[src/rwla_pkg.sv]
// Package: types, constants and op codes of the reader-writer lock arbiter.
`default_nettype none

package rwla_pkg;

  // Client bound and field widths
  localparam int MAX_CLIENTS = 64;
  localparam int OP_W        = 3;
  localparam int REQ_ID_W    = 16;
  localparam int HOLD_W      = 8;
  localparam int WAIT_W      = 7;

  typedef logic signed [HOLD_W-1:0] hold_t;
  typedef logic [WAIT_W-1:0]        wait_t;
  typedef logic [REQ_ID_W-1:0]      req_id_t;

  localparam hold_t HOLD_MAX = hold_t'(MAX_CLIENTS);
  localparam hold_t HOLD_MIN = hold_t'(-MAX_CLIENTS);
  localparam wait_t WAIT_MAX = wait_t'(MAX_CLIENTS);

  // Request codes
  typedef enum logic [OP_W-1:0] {
    OP_LOCK_WR = 3'd0,
    OP_LOCK_RD = 3'd1,
    OP_TRY_WR  = 3'd2,
    OP_TRY_RD  = 3'd3,
    OP_UNLOCK  = 3'd4
  } op_e;

  // Input item
  typedef struct packed {
    logic [OP_W-1:0] op;
    req_id_t         requester_id;
  } req_t;

  // Result item
  typedef struct packed {
    logic        granted;
    logic        queued;
    logic        release_writer;
    wait_t       release_readers;
    logic        error;
    hold_t       holders_after;
  } rsp_t;

endpackage

`default_nettype wire

[src/rwla_in_reg.sv]
// Input register: holds one accepted request until the lock core takes it.
`default_nettype none

module rwla_in_reg (
  input  wire logic          clk_i,
  input  wire logic          rst_ni,
  input  wire logic          in_valid_i,
  output logic               in_ready_o,
  input  wire rwla_pkg::req_t in_req_i,
  input  wire logic          take_i,
  output logic               valid_o,
  output rwla_pkg::req_t     req_o
);
  import rwla_pkg::*;

  logic valid_q, valid_d;
  req_t req_q;

  // Accept when empty or when the held item leaves this cycle
  assign in_ready_o = !valid_q || take_i;

  always_comb begin
    valid_d = valid_q;
    if (in_ready_o) begin
      valid_d = in_valid_i;
    end
  end

  // Hold the valid flag
  always_ff @(posedge clk_i or negedge rst_ni) begin
    if (!rst_ni) begin
      valid_q <= 1'b0;
    end else begin
      valid_q <= valid_d;
    end
  end

  // Load the payload on accept
  always_ff @(posedge clk_i) begin
    if (in_valid_i && in_ready_o) begin
      req_q <= in_req_i;
    end
  end

  assign valid_o = valid_q;
  assign req_o   = req_q;

endmodule

`default_nettype wire

[src/rwla_core.sv]
// Lock core: holder and waiting counts, owner id, and the per-request decision.
`default_nettype none

module rwla_core (
  input  wire logic           clk_i,
  input  wire logic           rst_ni,
  input  wire rwla_pkg::req_t req_i,
  input  wire logic           step_i,
  output rwla_pkg::rsp_t      rsp_o
);
  import rwla_pkg::*;

  hold_t   holder_q, holder_d;
  wait_t   wwait_q, wwait_d;
  wait_t   rwait_q, rwait_d;
  req_id_t owner_q, owner_d;

  logic  is_owner;
  logic  write_free;
  logic  write_pending;
  hold_t released;
  rsp_t  rsp;

  // Decode lock conditions
  assign is_owner      = (owner_q != '0) && (owner_q == req_i.requester_id);
  assign write_free    = (holder_q == '0) || (holder_q < 0 && is_owner);
  assign write_pending = (wwait_q != '0) || (holder_q < 0);
  assign released      = (holder_q > 0) ? holder_q - hold_t'(1) : holder_q + hold_t'(1);

  // Decide the request and compute the next state
  always_comb begin
    holder_d = holder_q;
    wwait_d  = wwait_q;
    rwait_d  = rwait_q;
    owner_d  = owner_q;
    rsp      = '0;
    unique case (op_e'(req_i.op)) inside
      OP_LOCK_WR, OP_TRY_WR: begin
        if (write_free) begin
          if (holder_q == HOLD_MIN) begin
            rsp.error = 1'b1;
          end else begin
            holder_d    = holder_q - hold_t'(1);
            owner_d     = req_i.requester_id;
            rsp.granted = 1'b1;
          end
        end else if (op_e'(req_i.op) == OP_LOCK_WR) begin
          if (wwait_q >= WAIT_MAX) begin
            rsp.error = 1'b1;
          end else begin
            wwait_d    = wwait_q + wait_t'(1);
            rsp.queued = 1'b1;
          end
        end
      end
      OP_LOCK_RD, OP_TRY_RD: begin
        if (!write_pending) begin
          if (holder_q >= HOLD_MAX) begin
            rsp.error = 1'b1;
          end else begin
            holder_d    = holder_q + hold_t'(1);
            rsp.granted = 1'b1;
          end
        end else if (op_e'(req_i.op) == OP_LOCK_RD) begin
          if (rwait_q >= WAIT_MAX) begin
            rsp.error = 1'b1;
          end else begin
            rwait_d    = rwait_q + wait_t'(1);
            rsp.queued = 1'b1;
          end
        end
      end
      OP_UNLOCK: begin
        if (holder_q == '0) begin
          rsp.error = 1'b1;
        end else begin
          rsp.granted = 1'b1;
          holder_d    = released;
          if (released == '0) begin
            owner_d = '0;
            // Hand off to one writer first, else to all waiting readers
            if (wwait_q != '0) begin
              holder_d           = hold_t'(-1);
              wwait_d            = wwait_q - wait_t'(1);
              rsp.release_writer = 1'b1;
            end else if (rwait_q != '0) begin
              holder_d            = hold_t'({1'b0, rwait_q});
              rsp.release_readers = rwait_q;
              rwait_d             = '0;
            end
          end
        end
      end
      default: begin
      end
    endcase
    rsp.holders_after = holder_d;
  end

  // Advance the lock state when a request is taken
  always_ff @(posedge clk_i or negedge rst_ni) begin
    if (!rst_ni) begin
      holder_q <= '0;
      wwait_q  <= '0;
      rwait_q  <= '0;
      owner_q  <= '0;
    end else if (step_i) begin
      holder_q <= holder_d;
      wwait_q  <= wwait_d;
      rwait_q  <= rwait_d;
      owner_q  <= owner_d;
    end
  end

  assign rsp_o = rsp;

endmodule

`default_nettype wire

[src/rwla_out_reg.sv]
// Result register: holds one result item until the consumer takes it.
`default_nettype none

module rwla_out_reg (
  input  wire logic           clk_i,
  input  wire logic           rst_ni,
  input  wire logic           load_i,
  input  wire rwla_pkg::rsp_t rsp_i,
  output logic                free_o,
  output logic                out_valid_o,
  input  wire logic           out_ready_i,
  output rwla_pkg::rsp_t      out_rsp_o
);
  import rwla_pkg::*;

  logic valid_q, valid_d;
  rsp_t rsp_q;

  // Room for a new result when empty or drained this cycle
  assign free_o = !valid_q || out_ready_i;

  always_comb begin
    valid_d = valid_q;
    if (free_o) begin
      valid_d = load_i;
    end
  end

  // Hold the valid flag
  always_ff @(posedge clk_i or negedge rst_ni) begin
    if (!rst_ni) begin
      valid_q <= 1'b0;
    end else begin
      valid_q <= valid_d;
    end
  end

  // Capture the result
  always_ff @(posedge clk_i) begin
    if (load_i && free_o) begin
      rsp_q <= rsp_i;
    end
  end

  assign out_valid_o = valid_q;
  assign out_rsp_o   = rsp_q;

endmodule

`default_nettype wire

[src/reader_writer_lock_arbiter_top.sv]
// Top level of the writer-priority reader-writer lock arbiter.
//
//   channel  direction  handshake               payload
//   in       input      in_valid_i / in_ready_o  in_req_i  (rwla_pkg::req_t)
//   out      output     out_valid_o / out_ready_i out_rsp_o (rwla_pkg::rsp_t)
//
// One request per cycle is taken while the output does not stall; the request
// sits in the input register and its result is captured in the result register.
// The single lock-state update between the input register and the result
// register decides one request per cycle while the result register has room.
// Reset clears the holder count, both waiting counts and the owner id.
// A stalled output holds its result; the input register still fills, then
// in_ready_o drops until the result register drains.
`default_nettype none

module reader_writer_lock_arbiter_top (
  input  wire logic           clk_i,
  input  wire logic           rst_ni,
  input  wire logic           in_valid_i,
  output logic                in_ready_o,
  input  wire rwla_pkg::req_t in_req_i,
  output logic                out_valid_o,
  input  wire logic           out_ready_i,
  output rwla_pkg::rsp_t      out_rsp_o
);
  import rwla_pkg::*;

  logic stage_valid;
  req_t stage_req;
  logic out_free;
  logic step;
  rsp_t core_rsp;

  // Move a request into the result register when there is room
  assign step = stage_valid && out_free;

  rwla_in_reg u_in_reg (
    .clk_i      (clk_i),
    .rst_ni     (rst_ni),
    .in_valid_i (in_valid_i),
    .in_ready_o (in_ready_o),
    .in_req_i   (in_req_i),
    .take_i     (step),
    .valid_o    (stage_valid),
    .req_o      (stage_req)
  );

  rwla_core u_core (
    .clk_i  (clk_i),
    .rst_ni (rst_ni),
    .req_i  (stage_req),
    .step_i (step),
    .rsp_o  (core_rsp)
  );

  rwla_out_reg u_out_reg (
    .clk_i       (clk_i),
    .rst_ni      (rst_ni),
    .load_i      (step),
    .rsp_i       (core_rsp),
    .free_o      (out_free),
    .out_valid_o (out_valid_o),
    .out_ready_i (out_ready_i),
    .out_rsp_o   (out_rsp_o)
  );

  // A writer handoff leaves exactly one writer holding the lock
  assert property (@(posedge clk_i) disable iff (!rst_ni)
    out_valid_o && out_rsp_o.release_writer |->
      out_rsp_o.holders_after == hold_t'(-1) && out_rsp_o.granted)
    else $error("writer handoff with wrong holder count");

  // A reader handoff makes every released reader a holder
  assert property (@(posedge clk_i) disable iff (!rst_ni)
    out_valid_o && out_rsp_o.release_readers != '0 |->
      out_rsp_o.holders_after == hold_t'({1'b0, out_rsp_o.release_readers}))
    else $error("reader handoff count mismatch");

  // An error result changes nothing and grants nothing
  assert property (@(posedge clk_i) disable iff (!rst_ni)
    out_valid_o && out_rsp_o.error |->
      !out_rsp_o.granted && !out_rsp_o.queued && !out_rsp_o.release_writer &&
      out_rsp_o.release_readers == '0)
    else $error("error result carries a grant");

endmodule

`default_nettype wire
[config.mk]
export PLATFORM = sky130hd
export DESIGN_NAME = reader_writer_lock_arbiter_top
export DESIGN_NICKNAME = d
export VERILOG_FILES = /design/src/rwla_pkg.sv /design/src/rwla_in_reg.sv /design/src/rwla_core.sv /design/src/rwla_out_reg.sv /design/src/reader_writer_lock_arbiter_top.sv
export SDC_FILE = /design/constraint.sdc
export NUM_CORES = 1
export LEC_CHECK = 0
export BUFFER_PORTS_ARGS = -buffer_cell sky130_fd_sc_hd__buf_4
export CAP_MARGIN = 0
export CORE_MARGIN = 4
export CORE_UTILIZATION = 54
export CTS_CLUSTER_DIAMETER = 30
export DETAILED_ROUTE_END_ITERATION = 10
export PLACE_DENSITY_LB_ADDON = 0.05
export SYNTH_ARGS = -nofsm -noshare
export SYNTH_HDL_FRONTEND = slang
export SYNTH_SLANG_ARGS = --single-unit
[constraint.sdc]
create_clock -name clk_i -period 2.7 [get_ports clk_i]
set_input_delay 0.54 -clock clk_i [delete_from_list [all_inputs] [get_ports clk_i]]
set_output_delay 0.54 -clock clk_i [all_outputs]
set_load 0.005 [all_outputs]
==> metrics.md <==
| Metric | Value |
|---|---|
| Crit path max-delay cell type | or4_4 |
| EDFF count, synth | 38 |
| Wirelength per Cell | 19.0 um |
| Number of hold buffers added after cts | 0 |
| Top delay family on crit path | simple AND/OR/NAND/NOR gates |
| Asr flop ratio synth | 51.3% |
| Drc violations | 0 |
| WP data arrival | 2.93 ns |
| RSZ-0062 raised after global routing | yes |
| First-pass GRT wire length | 20400 um |
| Worst Setup Start Kind | register |
| Main area contributors after synthesis | edfxtp_1, dfrtp_1, o21ai_0 |
| I/O Buffers | 43 |
| Pleak | 2.39 nW |
| Int Power | 2.88 mW |
| CP Buf/Inv Count | 3 |
| Sequential fraction of the synthesis area | 47.2% |
| Crit. End Element | register |
| CTS Sinks | 78 |
| Worst Setup SP | u_core.holder_q[0] |
| Worst setup path category | register to register |
| Seq cells post-synth | 78 |
| Worst-path clk slew | 0.08 ns |
| Die area | 9930 um^2 |
| CTS H-tree depth | 3 |
| Antenna viol nets, final | 0 |
| Endpoints failing hold | 0 |
| FMAX | 378 MHz |
| DRT iter0 DRCs | 391 |
| Via count | 4179 |
| Final period util | 97.9% |
| Worst stage delay on the critical path | 0.43 ns |
| TNS Setup | 0 ns |
| Global routing usage on met1 | 35.8% |
| Critical R2R Launch | u_core.holder_q[0] |
| Most common cell type on the critical path | buf_4 |
| Slew Viols, Final | 0 |
| YS warnings | 0 |
| Vias per std cell | 6.21 |
| Vias in the first global route | 4038 |
| Final Critical Period | 2.64 ns |
| Grt met3 use | 3.79% |
| Largest net degree at the start of global routing | 41 |
| Top FF cell, synth | dfrtp_1 |
| Std-Cell Rows | 33 |
| Slew @ Worst Pin | 0.812 ns |
| Final wirelength | 12800 um |
| Root buffer cell | clkbuf_8 |
| Combinational share of power | 43.0% |
| DRT Pass-1 Iters | 5 |
| Met2 global-route usage | 41.8% |
| Global route overflow | 0 |
| Sw Share | 38.3% |
| Largest vdd supply drop | 0.478 mV |
| Hold crit path type | input pin to asynchronous set/reset pin |
| CP Max Fanout | 16 |
| Max-cap violations | 0 |
| Pwr dens | 819 nW/um^2 |
| CTS max path bufs | 2 |
| Area leader, netlist | edfxtp_1 |
| Yosys top cell area share | 25.1% |
| Gr busiest metal | met2 |
| R2R setup slack | 0.06 ns |
| WP data required | 2.98 ns |
| Synthesized area per cell | 9.76 um^2 |
| Outcome | finished, final reports clean |
| Die height | 99.7 um |
| Clk_skew | 0.00820 ns |
| Synthesized instance count | 465 |
| Final setup fails | 0 |
| Area delta synth->final | 25.8% |
| Ports | 44 |
| Hpwl dp | 9300 um |
| GR Util All Layers | 26.2% |
| Share of layout cells above drive strength 1 | 29.0% |
| Sequential group share of total power | 37.9% |
| TritonCTS clock tree | yes |
| Worst R2R End | u_core.owner_q[6] |
| NumNets Final | 597 |
| NetSw | 1.79 mW |
| Slew margin rel. | 45.8% |
| Post-Syn Nets | 499 |
| Distinct cells, synth | 71 |
| Antenna fix cells | 0 |
| Core area | 8180 um^2 |
| CTS buffer count | 9 |
| Initial Util | 55.5% |
| Mapped cell area | 4540 um^2 |
| Die W | 99.7 um |
| Initial antenna violation count | 0 |
| Clk_lat worst skew | 0.36 ns |
| CP cell instances | buf_4, or4_4, or3_4, and3_2, nor3_2, a22oi_2, buf_4, or2_0, buf_6, o21ai_1 |
| Power share of the clock group | 19.1% |
| Reg2reg path depth | 10 |
| Routability cong. | 1.06 |
| Tot Pwr | 4.68 mW |
[cell families after synthesis]
group | synth area share [%]
buffers and inverters | 3.94
adders and majority gates | 3.20
xor gates and xnor gates | 4.82
AOI/OAI and AO/OA | 18.5
and+or+nand+nor | 20.2
DFF | 47.2
muxes | 2.15
[placed cells by master (no fill, tap or decap), types with 4 or more instances in the layout]
| cell type | instances |
|---|---|
| a21oi_1 | 16 |
| nand2b_1 | 9 |
| o22a_1 | 4 |
| nand3_1 | 15 |
| nand2_1 | 37 |
| nor4_2 | 4 |
| a31oi_1 | 7 |
| o21ai_0 | 37 |
| nor3_1 | 10 |
| or3_1 | 6 |
| a41oi_1 | 4 |
| a21o_1 | 5 |
| edfxtp_1 | 38 |
| xor2_1 | 7 |
| and3_1 | 4 |
| and2_1 | 9 |
| o21ai_1 | 16 |
| buf_4 | 114 |
| nor2b_1 | 5 |
| ha_1 | 8 |
| nand4_1 | 10 |
| nor4_1 | 9 |
| dfrtp_1 | 40 |
| inv_1 | 14 |
| nor3b_1 | 5 |
| xnor2_1 | 18 |
| nor2_1 | 25 |
| clkbuf_8 | 9 |
[layout make-up]
type	count	area, um^2
multi-input combinational	344	2310
fill	661	2470
inverter	15	56.3
clock buffer	10	128
sequential	78	2140
tap	105	131
clock inverter	6	71.3
timing repair buffer	115	867
[cells in the mapped netlist, drive strengths merged, types with 5 or more instances]
cell type / instances
a21o: 5
nor3b: 5
nand3: 16
inv: 14
dfrtp: 40
nor3: 13
and2: 9
nand2b: 9
nor4: 13
clkbuf: 19
a31oi: 7
and3: 6
ha: 10
nor2: 28
xor2: 7
edfxtp: 38
mux2: 5
o21ai: 55
buf: 9
nor2b: 5
nand4: 10
xnor2: 18
nand2: 37
or3: 7
a21oi: 17
[sequential cells by signal, indices dropped and copies added (netlist names)]
signal                 flops
u_core.rwait_q             7
u_core.owner_q            16
u_core.holder_q            8
u_core.wwait_q             7
u_out_reg.out_valid_o      1
u_in_reg.req_o            19
u_in_reg.valid_o           1
u_out_reg.out_rsp_o       19
[power by group through the flow]
stage               Combinational, mW  Sequential (mW)  Clock, mW
floorplan                        1.10             1.71          0
CTS                              1.90             1.76      0.906
finish                           2.01             1.77      0.894
detailed placement               1.88             1.79          0
global placement                 1.86             1.77          0
global route                     2.19             1.81      0.951
[through the flow]
step / hold slack, ns / instance area (um^2) / worst slack (ns) / std cells / util, %
floorplan: 0.244 / 4540 / 0.0293 / 465 / -
global placement: 0.466 / 5400 / 0.00956 / 655 / 66.0
detailed placement: 0.487 / 5400 / 0.000114 / 655 / 66.0
CTS: 0.178 / 5600 / -0.00253 / 671 / 68.5
global route: 0.204 / 5710 / -0.0168 / 673 / 69.8
finish: 0.159 / 5710 / 0.0554 / 673 / 69.8
[worst register-to-register path: stages (launching register included)]
cell and delay, ns:
dfrtp_1 0.40, buf_4 0.16, or4_4 0.43, or3_4 0.35
and3_2 0.25, nor3_2 0.18, a22oi_2 0.11, buf_4 0.16
or2_0 0.21, buf_6 0.17, o21ai_1 0.15
[layer usage]
layer,wire length [um],vias up
met5,0,-
met4,353,0
met3,897,42
met2,6220,199
met1,5300,2008
li1,-,1930
[how the worst max path moves through the flow]
stage | end | slack (ns) | depth (start not counted)
2_1_floorplan | u_core.wwait_q[6] | 0.03 | 13
3_3_place_gp | u_core.holder_q[1] | 0.01 | 7
3_5_place_dp | u_core.owner_q[2] | 0.0001 | 10
4_1_cts | u_core.holder_q[5] | -0.003 | 9
5_1_grt | u_core.wwait_q[6] | -0.02 | 11
6_report | u_core.owner_q[6] | 0.06 | 10
[what timing repair did]
item,4_1_cts,5_1_grt
setup endpoints to repair,3,43
gates resized for setup,4,28
setup buffers,0,2
pin swaps,0,4
(Power assumes the default switching activity.)
